[src/sv/untp_pkg.sv]
package untp_pkg;

  localparam int COUNT_BITS = 16;
  localparam logic [COUNT_BITS-1:0] CNT_MAX = {COUNT_BITS{1'b1}};

  localparam int QDEPTH = 2;
  localparam int QPTR_W = 1;
  localparam int QCNT_W = 2;

  localparam logic [1:0] ST_OK       = 2'd0;
  localparam logic [1:0] ST_BAD_BASE = 2'd1;
  localparam logic [1:0] ST_BAD_NUM  = 2'd2;
  localparam logic [1:0] ST_TOO_BIG  = 2'd3;

  localparam logic [7:0] CH_SPACE = 8'h20;
  localparam logic [7:0] CH_AMP   = 8'h26;
  localparam logic [7:0] CH_UNDER = 8'h5F;

  localparam logic [5:0] NO_DIGIT  = 6'd36;
  localparam logic [5:0] BASE_MIN  = 6'd2;
  localparam logic [5:0] BASE_MAX  = 6'd36;
  localparam logic [5:0] BASE_DEC  = 6'd10;
  localparam logic [5:0] BASE_HEX  = 6'd16;
  localparam logic [5:0] PFX_SAT   = 6'd63;

  localparam logic [31:0] BYTE_MAX = 32'd255;

  typedef logic [COUNT_BITS-1:0] cnt_t;
  typedef logic [COUNT_BITS+1:0] wcnt_t;

  // classified input word as it sits in the queue
  typedef struct packed {
    logic        action;
    logic [7:0]  ch;
    logic [5:0]  digit;
    logic        is_space;
    logic        is_amp;
    logic        is_under;
    logic [5:0]  base;
    logic [2:0]  flags;
    logic [31:0] limit;
  } item_t;

  typedef struct packed {
    logic [1:0]  status;
    logic [31:0] value;
    logic [15:0] consumed;
  } res_t;

  function automatic logic [5:0] digit_of(input logic [7:0] c);
    logic [5:0] d;
    d = NO_DIGIT;
    if (c >= 8'h30 && c <= 8'h39) d = 6'(c - 8'h30);
    else if (c >= 8'h61 && c <= 8'h7A) d = 6'(c - 8'h57);
    else if (c >= 8'h41 && c <= 8'h5A) d = 6'(c - 8'h37);
    return d;
  endfunction

  function automatic cnt_t cnt_inc(input cnt_t x);
    return (x == CNT_MAX) ? x : cnt_t'(x + cnt_t'(1));
  endfunction

  function automatic logic [15:0] to_consumed(input cnt_t c);
    logic [32:0] w;
    w = 33'(c);
    return (w > 33'h0FFFF) ? 16'hFFFF : w[15:0];
  endfunction

endpackage

[src/sv/untp_in_if.sv]
interface untp_in_if;
  logic        valid;
  logic        ready;
  logic        action;
  logic [7:0]  char_in;
  logic [31:0] base_spec;
  logic [31:0] limit_in;

  modport source(output valid, action, char_in, base_spec, limit_in, input ready);
  modport sink(input valid, action, char_in, base_spec, limit_in, output ready);
endinterface

[src/sv/untp_out_if.sv]
interface untp_out_if;
  logic        valid;
  logic        ready;
  logic [1:0]  status;
  logic [31:0] value;
  logic [15:0] consumed;

  modport source(output valid, status, value, consumed, input ready);
  modport sink(input valid, status, value, consumed, output ready);
endinterface

[src/sv/unsigned_number_text_parser_top.sv]
// channel   dir   payload
// text      in    action, char_in[7:0], base_spec[31:0], limit_in[31:0]
// result    out   status[1:0], value[31:0], consumed[15:0]
//
// one word per cycle sustained while no result is stalled; a result is
// registered in the cycle after its word is taken from the two-entry queue
// rst is synchronous and empties the queue, drops any pending result and
// returns the parser to idle with base 10
// a stalled result holds the back end; the queue keeps taking words until full
module unsigned_number_text_parser_top (
  input  logic       clk,
  input  logic       rst,
  untp_in_if.sink    text,
  untp_out_if.source result
);
  import untp_pkg::*;

  logic  q_valid;
  logic  q_ready;
  item_t q_item;

  untp_front u_front (
    .clk     (clk),
    .rst     (rst),
    .text    (text),
    .q_valid (q_valid),
    .q_ready (q_ready),
    .q_item  (q_item)
  );

  untp_back u_back (
    .clk     (clk),
    .rst     (rst),
    .q_valid (q_valid),
    .q_ready (q_ready),
    .q_item  (q_item),
    .result  (result)
  );

`ifndef SYNTH
  // a full queue always has a word to offer
  a_full_has_word: assert property (@(posedge clk) disable iff (rst)
    !text.ready |-> q_valid)
    else $error("queue full without a word at its head");

  // a fresh result must come from a word taken from the queue
  a_result_from_word: assert property (@(posedge clk) disable iff (rst)
    $rose(result.valid) |-> $past(q_valid && q_ready))
    else $error("result without a queued word");

  a_bad_base_zero: assert property (@(posedge clk) disable iff (rst)
    result.valid && result.status == ST_BAD_BASE |-> result.value == 32'd0)
    else $error("bad base result with nonzero value");
`endif

endmodule

[src/sv/untp_front.sv]
module untp_front (
  input  logic          clk,
  input  logic          rst,
  untp_in_if.sink       text,
  output logic          q_valid,
  input  logic          q_ready,
  output untp_pkg::item_t q_item
);
  import untp_pkg::*;

  item_t              slots [QDEPTH];
  logic [QPTR_W-1:0]  wr_ptr;
  logic [QPTR_W-1:0]  rd_ptr;
  logic [QCNT_W-1:0]  count;
  item_t              cls;
  logic               push;
  logic               pop;

  // decode the word before it enters the queue
  always_comb begin
    cls          = '0;
    cls.action   = text.action;
    cls.ch       = text.char_in;
    cls.digit    = digit_of(text.char_in);
    cls.is_space = (text.char_in == CH_SPACE);
    cls.is_amp   = (text.char_in == CH_AMP);
    cls.is_under = (text.char_in == CH_UNDER);
    if (text.base_spec[7:0] < 8'(BASE_MIN) || text.base_spec[7:0] > 8'(BASE_MAX)) begin
      cls.base = BASE_DEC;
    end else begin
      cls.base = text.base_spec[5:0];
    end
    cls.flags = text.base_spec[31:29];
    cls.limit = text.limit_in;
  end

  assign text.ready = (count != QCNT_W'(QDEPTH));
  assign push       = text.valid && text.ready;
  assign q_valid    = (count != '0);
  assign pop        = q_valid && q_ready;
  assign q_item     = slots[rd_ptr];

  always_ff @(posedge clk) begin
    if (push) begin
      slots[wr_ptr] <= cls;
    end
  end

  always_ff @(posedge clk) begin
    if (rst) begin
      wr_ptr <= '0;
      rd_ptr <= '0;
      count  <= '0;
    end else begin
      if (push) wr_ptr <= wr_ptr + QPTR_W'(1);
      if (pop)  rd_ptr <= rd_ptr + QPTR_W'(1);
      count <= count + QCNT_W'(push) - QCNT_W'(pop);
    end
  end

endmodule

[src/sv/untp_back.sv]
module untp_back (
  input  logic            clk,
  input  logic            rst,
  input  logic            q_valid,
  output logic            q_ready,
  input  untp_pkg::item_t q_item,
  untp_out_if.source      result
);
  import untp_pkg::*;

  localparam logic [1:0] PH_IDLE   = 2'd0;
  localparam logic [1:0] PH_SPACES = 2'd1;
  localparam logic [1:0] PH_LOOK   = 2'd2;
  localparam logic [1:0] PH_DIGITS = 2'd3;

  logic [1:0]  phase, phase_next;
  logic [5:0]  active_base, active_base_next;
  logic [2:0]  check_flags, check_flags_next;
  logic [31:0] held_limit, held_limit_next;
  logic [31:0] accumulator, accumulator_next;
  logic        digit_seen, digit_seen_next;
  logic [5:0]  dec_val, dec_val_next;
  logic        dec_seen, dec_seen_next;
  logic        dec_dead, dec_dead_next;
  logic        def_stopped, def_stopped_next;
  logic [7:0]  def_stop_char, def_stop_char_next;
  cnt_t        space_count, space_count_next;
  cnt_t        char_count, char_count_next;
  cnt_t        default_len, default_len_next;

  logic        out_valid;
  res_t        out_res;
  logic        take;
  logic        produce;
  res_t        res;
  logic [31:0] mac;
  logic        in_base;
  logic [9:0]  dec_sum;
  wcnt_t       pfx_sum;
  wcnt_t       run_sum;

  function automatic res_t finish(input logic seen, input logic [31:0] acc,
                                  input cnt_t cons, input logic [7:0] stopc,
                                  input logic [2:0] flags, input logic [31:0] lim);
    res_t r;
    r.value    = acc;
    r.consumed = to_consumed(cons);
    if (!seen) begin
      r.status = ST_BAD_NUM;
      r.value  = '0;
    end else if ((flags[0] && acc > lim) || (flags[1] && acc > BYTE_MAX)) begin
      r.status = ST_TOO_BIG;
    end else if (flags[2] && stopc > CH_SPACE) begin
      r.status = ST_BAD_NUM;
    end else begin
      r.status = ST_OK;
    end
    return r;
  endfunction

  assign q_ready = !out_valid || result.ready;
  assign take    = q_valid && q_ready;

  assign mac     = accumulator * 32'(active_base) + 32'(q_item.digit);
  assign in_base = (q_item.digit < active_base);
  assign dec_sum = 10'(dec_val) * 10'd10 + 10'(q_item.digit);
  assign pfx_sum = wcnt_t'(space_count) + wcnt_t'(char_count) + wcnt_t'(1);
  assign run_sum = wcnt_t'(space_count) + wcnt_t'(default_len);

  always_comb begin
    phase_next         = phase;
    active_base_next   = active_base;
    check_flags_next   = check_flags;
    held_limit_next    = held_limit;
    accumulator_next   = accumulator;
    digit_seen_next    = digit_seen;
    dec_val_next       = dec_val;
    dec_seen_next      = dec_seen;
    dec_dead_next      = dec_dead;
    def_stopped_next   = def_stopped;
    def_stop_char_next = def_stop_char;
    space_count_next   = space_count;
    char_count_next    = char_count;
    default_len_next   = default_len;
    produce            = 1'b0;
    res                = '0;

    if (take) begin
      if (!q_item.action) begin
        phase_next         = PH_SPACES;
        active_base_next   = q_item.base;
        check_flags_next   = q_item.flags;
        held_limit_next    = q_item.limit;
        accumulator_next   = '0;
        digit_seen_next    = 1'b0;
        dec_val_next       = '0;
        dec_seen_next      = 1'b0;
        dec_dead_next      = 1'b0;
        def_stopped_next   = 1'b0;
        def_stop_char_next = '0;
        space_count_next   = '0;
        char_count_next    = '0;
        default_len_next   = '0;
      end else begin
        case (phase)
          PH_IDLE: begin
          end
          PH_SPACES, PH_LOOK: begin
            if (phase == PH_SPACES && q_item.is_space) begin
              space_count_next = cnt_inc(space_count);
            end else if (phase == PH_SPACES && q_item.is_amp) begin
              active_base_next = BASE_HEX;
              char_count_next  = cnt_inc(space_count);
              phase_next       = PH_DIGITS;
            end else begin
              phase_next = PH_LOOK;
              // default-base run
              if (!def_stopped) begin
                if (in_base) begin
                  accumulator_next = mac;
                  digit_seen_next  = 1'b1;
                  default_len_next = cnt_inc(default_len);
                end else begin
                  def_stopped_next   = 1'b1;
                  def_stop_char_next = q_item.ch;
                end
              end
              // decimal prefix run
              if (!dec_dead) begin
                if (q_item.digit < BASE_DEC) begin
                  dec_val_next    = (dec_sum > 10'(PFX_SAT)) ? PFX_SAT : dec_sum[5:0];
                  dec_seen_next   = 1'b1;
                  char_count_next = cnt_inc(char_count);
                end else if (q_item.is_under && dec_seen) begin
                  if (dec_val < BASE_MIN || dec_val > BASE_MAX) begin
                    produce      = 1'b1;
                    res.status   = ST_BAD_BASE;
                    res.value    = '0;
                    res.consumed = to_consumed(space_count);
                    phase_next   = PH_IDLE;
                  end else begin
                    active_base_next = dec_val;
                    accumulator_next = '0;
                    digit_seen_next  = 1'b0;
                    char_count_next  = (pfx_sum > wcnt_t'(CNT_MAX)) ? CNT_MAX
                                                                    : pfx_sum[COUNT_BITS-1:0];
                    phase_next       = PH_DIGITS;
                  end
                end else begin
                  dec_dead_next = 1'b1;
                end
              end
              // both runs over: accumulator did not move this word
              if (dec_dead_next && def_stopped_next) begin
                produce    = 1'b1;
                res        = finish(digit_seen, accumulator,
                                    run_sum[COUNT_BITS] ? CNT_MAX : run_sum[COUNT_BITS-1:0],
                                    def_stopped ? def_stop_char : q_item.ch,
                                    check_flags, held_limit);
                phase_next = PH_IDLE;
              end
            end
          end
          PH_DIGITS: begin
            if (in_base) begin
              accumulator_next = mac;
              digit_seen_next  = 1'b1;
              char_count_next  = cnt_inc(char_count);
            end else begin
              produce    = 1'b1;
              res        = finish(digit_seen, accumulator, char_count, q_item.ch,
                                  check_flags, held_limit);
              phase_next = PH_IDLE;
            end
          end
          default: begin
            phase_next = PH_IDLE;
          end
        endcase
      end
    end
  end

  always_ff @(posedge clk) begin
    if (rst) begin
      phase         <= PH_IDLE;
      active_base   <= BASE_DEC;
      check_flags   <= '0;
      held_limit    <= '0;
      accumulator   <= '0;
      digit_seen    <= 1'b0;
      dec_val       <= '0;
      dec_seen      <= 1'b0;
      dec_dead      <= 1'b0;
      def_stopped   <= 1'b0;
      def_stop_char <= '0;
      space_count   <= '0;
      char_count    <= '0;
      default_len   <= '0;
      out_valid     <= 1'b0;
    end else begin
      phase         <= phase_next;
      active_base   <= active_base_next;
      check_flags   <= check_flags_next;
      held_limit    <= held_limit_next;
      accumulator   <= accumulator_next;
      digit_seen    <= digit_seen_next;
      dec_val       <= dec_val_next;
      dec_seen      <= dec_seen_next;
      dec_dead      <= dec_dead_next;
      def_stopped   <= def_stopped_next;
      def_stop_char <= def_stop_char_next;
      space_count   <= space_count_next;
      char_count    <= char_count_next;
      default_len   <= default_len_next;
      if (take && produce) begin
        out_valid <= 1'b1;
      end else if (result.ready) begin
        out_valid <= 1'b0;
      end
    end
  end

  always_ff @(posedge clk) begin
    if (take && produce) begin
      out_res <= res;
    end
  end

  assign result.valid    = out_valid;
  assign result.status   = out_res.status;
  assign result.value    = out_res.value;
  assign result.consumed = out_res.consumed;

endmodule
[src/flat_wrapper.sv]
// flat-port wrapper written by rule: the top's interface ports become plain ports
module unsigned_number_text_parser_top_flat import untp_pkg::*;
  (clk, rst, text_valid, text_action, text_char_in, text_base_spec, text_limit_in, text_ready, result_valid, result_status, result_value, result_consumed, result_ready);
  untp_in_if text_i ();
  untp_out_if result_i ();
  input  logic clk;
  input  logic rst;
  input wire logic [$bits(text_i.valid)-1:0] text_valid;
  input wire logic [$bits(text_i.action)-1:0] text_action;
  input wire logic [$bits(text_i.char_in)-1:0] text_char_in;
  input wire logic [$bits(text_i.base_spec)-1:0] text_base_spec;
  input wire logic [$bits(text_i.limit_in)-1:0] text_limit_in;
  output wire logic [$bits(text_i.ready)-1:0] text_ready;
  output wire logic [$bits(result_i.valid)-1:0] result_valid;
  output wire logic [$bits(result_i.status)-1:0] result_status;
  output wire logic [$bits(result_i.value)-1:0] result_value;
  output wire logic [$bits(result_i.consumed)-1:0] result_consumed;
  input wire logic [$bits(result_i.ready)-1:0] result_ready;
  assign text_i.valid = text_valid;
  assign text_i.action = text_action;
  assign text_i.char_in = text_char_in;
  assign text_i.base_spec = text_base_spec;
  assign text_i.limit_in = text_limit_in;
  assign text_ready = text_i.ready;
  assign result_valid = result_i.valid;
  assign result_status = result_i.status;
  assign result_value = result_i.value;
  assign result_consumed = result_i.consumed;
  assign result_i.ready = result_ready;
  unsigned_number_text_parser_top u_core (.clk(clk), .rst(rst), .text(text_i), .result(result_i));
endmodule
[config.mk]
export PLATFORM = sky130hd
export DESIGN_NAME = unsigned_number_text_parser_top_flat
export DESIGN_NICKNAME = d
export VERILOG_FILES = /design/src/sv/untp_pkg.sv /design/src/sv/untp_in_if.sv /design/src/sv/untp_out_if.sv /design/src/sv/unsigned_number_text_parser_top.sv /design/src/sv/untp_front.sv /design/src/sv/untp_back.sv /design/src/flat_wrapper.sv
export SDC_FILE = /design/constraint.sdc
export NUM_CORES = 1
export LEC_CHECK = 0
export ABC_AREA = 1
export CAP_MARGIN = 20
export CORE_MARGIN = 2
export CORE_UTILIZATION = 60
export DETAILED_ROUTE_END_ITERATION = 8
export DONT_BUFFER_PORTS = 1
export GPL_ROUTABILITY_DRIVEN = 1
export PLACE_DENSITY = 0.76
export SLEW_MARGIN = 20
export SYNTH_ARGS = -nofsm -noshare
export SYNTH_HDL_FRONTEND = slang
export SYNTH_HIERARCHICAL = 1
export SYNTH_SLANG_ARGS = --single-unit
[constraint.sdc]
create_clock -name clk -period 5.2 [get_ports clk]
set_input_delay 1.04 -clock clk [delete_from_list [all_inputs] [get_ports clk]]
set_output_delay 1.04 -clock clk [all_outputs]
set_load 0.02 [all_outputs]
Yosys cells after proc, flatten, opt, wreduce, memory -nomap -nowiden

Memories as Yosys holds them, arrays and structs flattened. A register that Yosys moved wholly into a read port is not among the register bits.
Index checks and enable logic that the tools add are counted.

Register bits: 196
Bits in latches: 0
RAM bits: 118
ROM bits: 0
Input port bits: 77
Output and inout port bits: 52
Word-level logic and storage cells: 263
Memories kept: 1

Add/sub/neg operators: 15
$mul: 2
Divide/modulo/power cells: 0
Order comparisons: 18
Equality and inequality tests: 32
Shift-type cells: 0
Mux-type cells: 140
Bitwise gates (word level): 1
Reductions and logical operators: 33

Memories:

| memory               | words | width | read ports | clocked after Yosys merged registers in | write ports | RTL line         | source |
|---|---|---|---|---|---|---|---|
| u_core.u_front.slots | 2     | 59    | 1          | 1                                       | 1           | untp_front.sv:11 | `item_t slots [QDEPTH];` |

Operators by type and width:

| cell                  | count |
|---|---|
| $mux 16               | 22 |
| $mux 32               | 10 |
| $mux 50               | 4 |
| $mux 49               | 4 |
| $mux 6                | 19 |
| $pmux 50 s2           | 1 |
| $pmux 32 s2           | 1 |
| $mux 8                | 7 |
| $mux 1                | 53 |
| $add 16x1->16 const B | 3 |
| $eq 16x16->1 const B  | 3 |
| $add 16x16->17        | 2 |
| $add 32x6->32         | 1 |
| $gt 32x32->1          | 1 |
| $gt 32x8->1 const B   | 1 |
| $mul 32x6->32         | 1 |
| $pmux 16 s2           | 1 |
| $mux 2                | 15 |
| $gt 8x6->1 const B    | 3 |
| $reduce_and 7->1      | 3 |
| $add 17x1->18 const B | 1 |
| $gt 18x16->1 const B  | 1 |
| $ne 3x3->1 const B    | 6 |
| $eq 8x6->1 const B    | 2 |
| 38 further kinds      | 76 |

Logic depth before layout (Yosys ltp)

Depth in word-level cells: 18
Gate-level depth with buffers: 28
Depth with buffers taken out: 26

By module

The synthesis kept the hierarchy.

By module, submodules not included:

| module     | times used | cells an instance | area each (um^2) | seq. area each (um^2) |
|---|---|---|---|---|
| untp_back  | 1          | 2,974             | 19,740.2         | 4,344.2 |
| untp_front | 1          | 324               | 5,062.4          | 3,643.5 |

Worst setup path before layout

Ideal clock, no wire load.

Kind: register to register
Start point: register u_core.u_back.active_base[4]
End point: register u_core.u_back.accumulator[15]
Library setup time: 0.119 ns
Arrival: 4.479 ns
Data required time: 5.081 ns
Setup slack: 0.601 ns
Cell stages (with the launch flop): 23
Buffers on the path: 2
Period minus slack after synthesis: 4.599 ns
Cell sequence: dfxtp_1 clkbuf_1 buf_1 nand2_1 fa_1 fa_1 inv_1 fa_1 inv_1 fa_1 inv_1 ha_1 nand2_1 inv_1 a21oi_1 nand2_1 nand2_1 nand2_1 or2_2 nand3_1 nand2_1 nand2_1 a21oi_1

Cells in the longest elaborated chain, start to end: 12
Elaborated cells between the ends (all ways): 13
Those cells by class: 1 x add/sub; 1 x mul; 1 x order compare; 10 x mux

RTL lines:

| element                | RTL line         | source |
|---|---|---|
| start, declared        | untp_back.sv:17  | `logic [5:0] active_base, active_base_next;` |
| start signal, assigned | untp_back.sv:203 | `active_base <= active_base_next;` |
| $mul 32x6->32          | untp_back.sv:64  | `assign mac = accumulator * 32'(active_base) + 32'(q_item.digit);` |
| $add 32x6->32          | untp_back.sv:64  |  |
| $mux 32 (*)            | untp_back.sv:119 | `if (in_base) begin` |
| $mux 32                | untp_back.sv:118 | `if (!def_stopped) begin` |
| $mux 32                | untp_back.sv:135 | `if (dec_val < BASE_MIN \|\| dec_val > BASE_MAX) begin` |
| $mux 32                | untp_back.sv:134 | `end else if (q_item.is_under && dec_seen) begin` |
| $mux 32                | untp_back.sv:130 | `if (q_item.digit < BASE_DEC) begin` |
| $mux 32                | untp_back.sv:129 | `if (!dec_dead) begin` |
| $mux 32                | untp_back.sv:111 | `end else if (phase == PH_SPACES && q_item.is_amp) begin` |
| $mux 32                | untp_back.sv:109 | `if (phase == PH_SPACES && q_item.is_space) begin` |
| $pmux 32 s2 (*)        | untp_back.sv:105 | `case (phase)` |
| $mux 32 (*)            | untp_back.sv:89  | `if (!q_item.action) begin` |
| end signal, assigned   | untp_back.sv:206 | `accumulator <= accumulator_next;` |
| end, declared          | untp_back.sv:20  | `logic [31:0] accumulator, accumulator_next;` |

Mark *: on every way between the ends. The rest lies on a longest branch, timed or not. The select of a mux whose other input is x is not followed.
A chain may end at the register's enable or synchronous reset.

Worst setup path after layout

Start point: register u_core.u_back.accumulator[3]
End point: register u_core.u_back.accumulator[16]

Cells in the longest elaborated chain, start to end: 12

RTL lines:

| element           | RTL line |
|---|---|
| $mul 32x6->32 (*) | untp_back.sv:64 |
| $add 32x6->32 (*) | untp_back.sv:64 |
| $mux 32 (*)       | untp_back.sv:119 |
| $mux 32           | untp_back.sv:118 |
| $mux 32           | untp_back.sv:135 |
| $mux 32           | untp_back.sv:134 |
| $mux 32           | untp_back.sv:130 |
| $mux 32           | untp_back.sv:129 |
| $mux 32           | untp_back.sv:111 |
| $mux 32           | untp_back.sv:109 |
| $pmux 32 s2 (*)   | untp_back.sv:105 |
| $mux 32 (*)       | untp_back.sv:89 |

Marked as above.

==> metrics <==
largest net degree at the start of global routing=70; via-per-instance ratio=5.70; CP most frequent cell=nand2_1; startpoint types=flop; endpoints failing setup=0; Syn-to-layout area delta=6.63%; Max Buffers Root-to-Sink=3; Total GRT Usage=30.7%; PortBufs=0; Chip Width=207 µm; arrival time at the worst endpoint=5.11 ns; Final #Nets=3592; vias in the first global route=21.1k; Crit. End Element=flop; die area=43000 µm²; Floorplan Core Area=40800 µm²; fillers=3556; worst stage delay on the critical path=0.54 ns; FMAX=214 MHz; post-DR wirelength/cell=17.4 µm; Die H=207 µm; hold_buf cts=0; synthesized net count=3654; # rows=74; drt pass-1 iters=7; post-CTS setup buffers=0; DRT antenna net count=0; Yosys top cell area share=20.3%; Layout Skew=0.0159 ns; run status=finished clean; Synth area leaders=edfxtp_1, nand2_1, dfxtp_1; CTS tree=yes; DRC Markers=0; Worst Tran Pin Value=1.09 ns; Detail Placement HPWL=49400 µm; Slew headroom=27.0%; WS Path Type=reg -> reg; Pleak=13.2 nW; Syn. warnings=6; Main synth FF type=edfxtp_1; first-pass GRT wire length=107000 µm; TritonCTS Buffers=37; overall via count from detail_route=21.7k; post-CTS sizing=0; DR iter-0 viols=2201; Worst Hold Class=reg -> reg; syn_area_per_cell=7.52 µm²; Crit path required time=5.65 ns; worst skew pair latency=0.56 ns; fraction of registers with async set/reset=0%; synthesized area=24800 µm²; layout cells sized above 1=6.98%; Max H-tree Level=2; initial antenna violation count=0; PD cells=382 nW/µm²; crit share post-route=89.8%; Mapped Cells=3298; Synth area leader=edfxtp_1; placed cells=3729; # Max-Cap Violations=0; CTS Root Buffer Type=clkbuf_16; Critical Path Fanout Max=9; Final Hold Vio Count=0; EDFF count, synth=168; max-slew violation count=0; Yosys reg bits=315; clock slew at reported path FFs=0.06 ns; number of distinct library cells after synthesis=61; Clock Sinks=315; Initial Utilization=60.7%; drt total wl=66100 µm; unrepaired setup endpoints after global routing=false; gr ovfl total=0; Top Ports=129; Final GP Congestion=1.05; Final Non-Filler Cells=3797; setup TNS=0 ns; antenna cells=0; register area share after synthesis=32.2%; fin crit period=4.67 ns; Overall Power=0.0101 W; maximum VDD drop=355 µV; worst path cell trace=nand2_1 > inv_1 > fa_1 > inv_1 > fa_1 > inv_1 > fa_1 > inv_1 > fa_1 > inv_1 > ha_1 > nand2_1 > nand2_1 > a21oi_1 > nand2_1 > nand2_1 > nand3_1 > xnor2_1 > o21ai_0 > nand2_1 > a21oi_1; CP max stage cell=fa_1
==> worst max-delay path, delay by kind of cell (launching register included) <==
kind	cells	cell delay [ns]
adders and majority gates	5	2.38
and+or+nand+nor	7	0.70
DFF	1	0.47
AOI/OAI and AO/OA	3	0.40
xor gates and xnor gates	1	0.32
buffers and inverters	5	0.29
==> flip-flops by register name, indices dropped and copies added (netlist names), 2 cells and up, named ones only <==
register / cells
u_core/u_back/def_stop_char: 8
u_core/u_back/result.value: 32
u_core/u_front/slots: 118
u_core/u_back/char_count: 16
u_core/u_back/result.consumed: 16
u_core/u_back/dec_val: 6
u_core/u_back/check_flags: 3
u_core/u_back/held_limit: 32
u_core/u_back/result.status: 2
u_core/u_back/accumulator: 32
u_core/u_back/space_count: 16
u_core/u_back/active_base: 6
u_core/u_back/phase: 2
u_core/u_front/count: 2
u_core/u_back/default_len: 16
==> power by group <==
group | leakage (nW) | internal, W | switching [W]
Combinational | 9.74 | 0.00126 | 0.00278
Clock | 0.629 | 0.00170 | 0.00108
Sequential | 2.85 | 0.00300 | 0.000278
Total | 13.2 | 0.00596 | 0.00414
==> through the flow <==
step,utilization [%],cell area (µm²),worst slack [ns],hold WS (ns)
after floorplan,-,24800,0.601,0.430
after global placement,61.6,25100,0.712,0.445
after detailed placement,61.6,25100,0.640,0.450
after CTS,64.8,26400,0.624,0.459
after global routing,64.8,26400,0.237,0.486
final,64.8,26400,0.532,0.463
==> cells by family after synthesis <==
group / after synthesis / share of synthesized area, %
xor+xnor: 57 / 2.01
fa+ha+maj: 279 / 17.6
buf+inv: 670 / 10.5
simple gates: 1444 / 24.6
flops: 315 / 32.2
compound gates: 474 / 10.4
mux: 59 / 2.68
==> metal layers <==
| layer | vias up | GRT usage [%] | part of all wire (%) |
|---|---|---|---|
| met5 | - | 0 | 0 |
| li1 | 10400 | - | - |
| met3 | 168 | 5.98 | 9.5 |
| met1 | 10100 | 41.8 | 42 |
| met4 | 0 | 11.5 | 3.6 |
| met2 | 962 | 48.6 | 45 |
==> worst paths after layout <==
| check | startpoint | slack [ns] | depth (start not counted) | endpoint |
|---|---|---|---|---|
| setup / recovery | u_core/u_back/accumulator[3] | 0.53 | 21 | u_core/u_back/accumulator[16] |
| hold / removal | u_core/u_back/held_limit[9] | 0.46 | 2 | u_core/u_back/held_limit[9] |
| setup reg to reg | u_core/u_back/accumulator[3] | 0.53 | 21 | u_core/u_back/accumulator[16] |
| hold reg to reg | u_core/u_back/held_limit[9] | 0.46 | 2 | u_core/u_back/held_limit[9] |
==> cells in the final DEF, fill, tap and decap left out, drive strengths merged, types with 4 or more instances in the layout <==
cell / Yosys / routed
o21a: 6 / 6
nand4: 34 / 34
a21o: 4 / 4
buf: 51 / 28
nand3: 195 / 195
xnor2: 25 / 25
and2: 5 / 5
clkbuf: 78 / 42
nand3b: 4 / 4
o21ai: 132 / 132
a31oi: 11 / 11
nand2: 946 / 946
bufinv: 0 / 7
o22ai: 4 / 4
mux2: 59 / 59
nor4: 13 / 13
clkinv: 4 / 18
fa: 116 / 116
ha: 163 / 163
or2: 6 / 6
a21oi: 284 / 284
edfxtp: 168 / 168
dfxtp: 147 / 147
xor2: 32 / 32
o21bai: 8 / 8
nor3: 48 / 48
o211ai: 10 / 10
inv: 537 / 539
nor2: 188 / 188
==> synth_stat cells (4+ instances only) <==
library cell  number
nand2_1          935
inv_1            521
a21oi_1          275
nand3_1          191
nor2_1           177
edfxtp_1         168
ha_1             163
dfxtp_1          147
o21ai_0          122
fa_1             116
clkbuf_1          76
mux2_2            59
nor3_1            40
nand4_1           33
xor2_1            32
buf_2             25
xnor2_1           25
buf_1             19
inv_2             14
nor4_1            12
a31oi_1           11
a21oi_2            9
nand2_2            8
nor2_2             8
o21bai_1           8
nor3_2             7
o211ai_1           7
o21ai_1            7
buf_6              6
o21a_1             6
or2_2              6
and2_1             5
a21o_1             4
clkinv_1           4
nand3_2            4
nand3b_1           4
o22ai_1            4
==> cell type report <==
cell class / count / area [µm²] / area share [%]
repair buffers: 28 / 210 / 0.795
flip-flops and latches: 315 / 7990 / 30.2
clock buffers: 42 / 966 / 3.65
inverters: 541 / 2040 / 7.70
multi-input cells: 2313 / 14200 / 53.8
well taps: 532 / 666 / 2.52
clock inverters: 26 / 348 / 1.32
(Power assumes the default switching activity.)
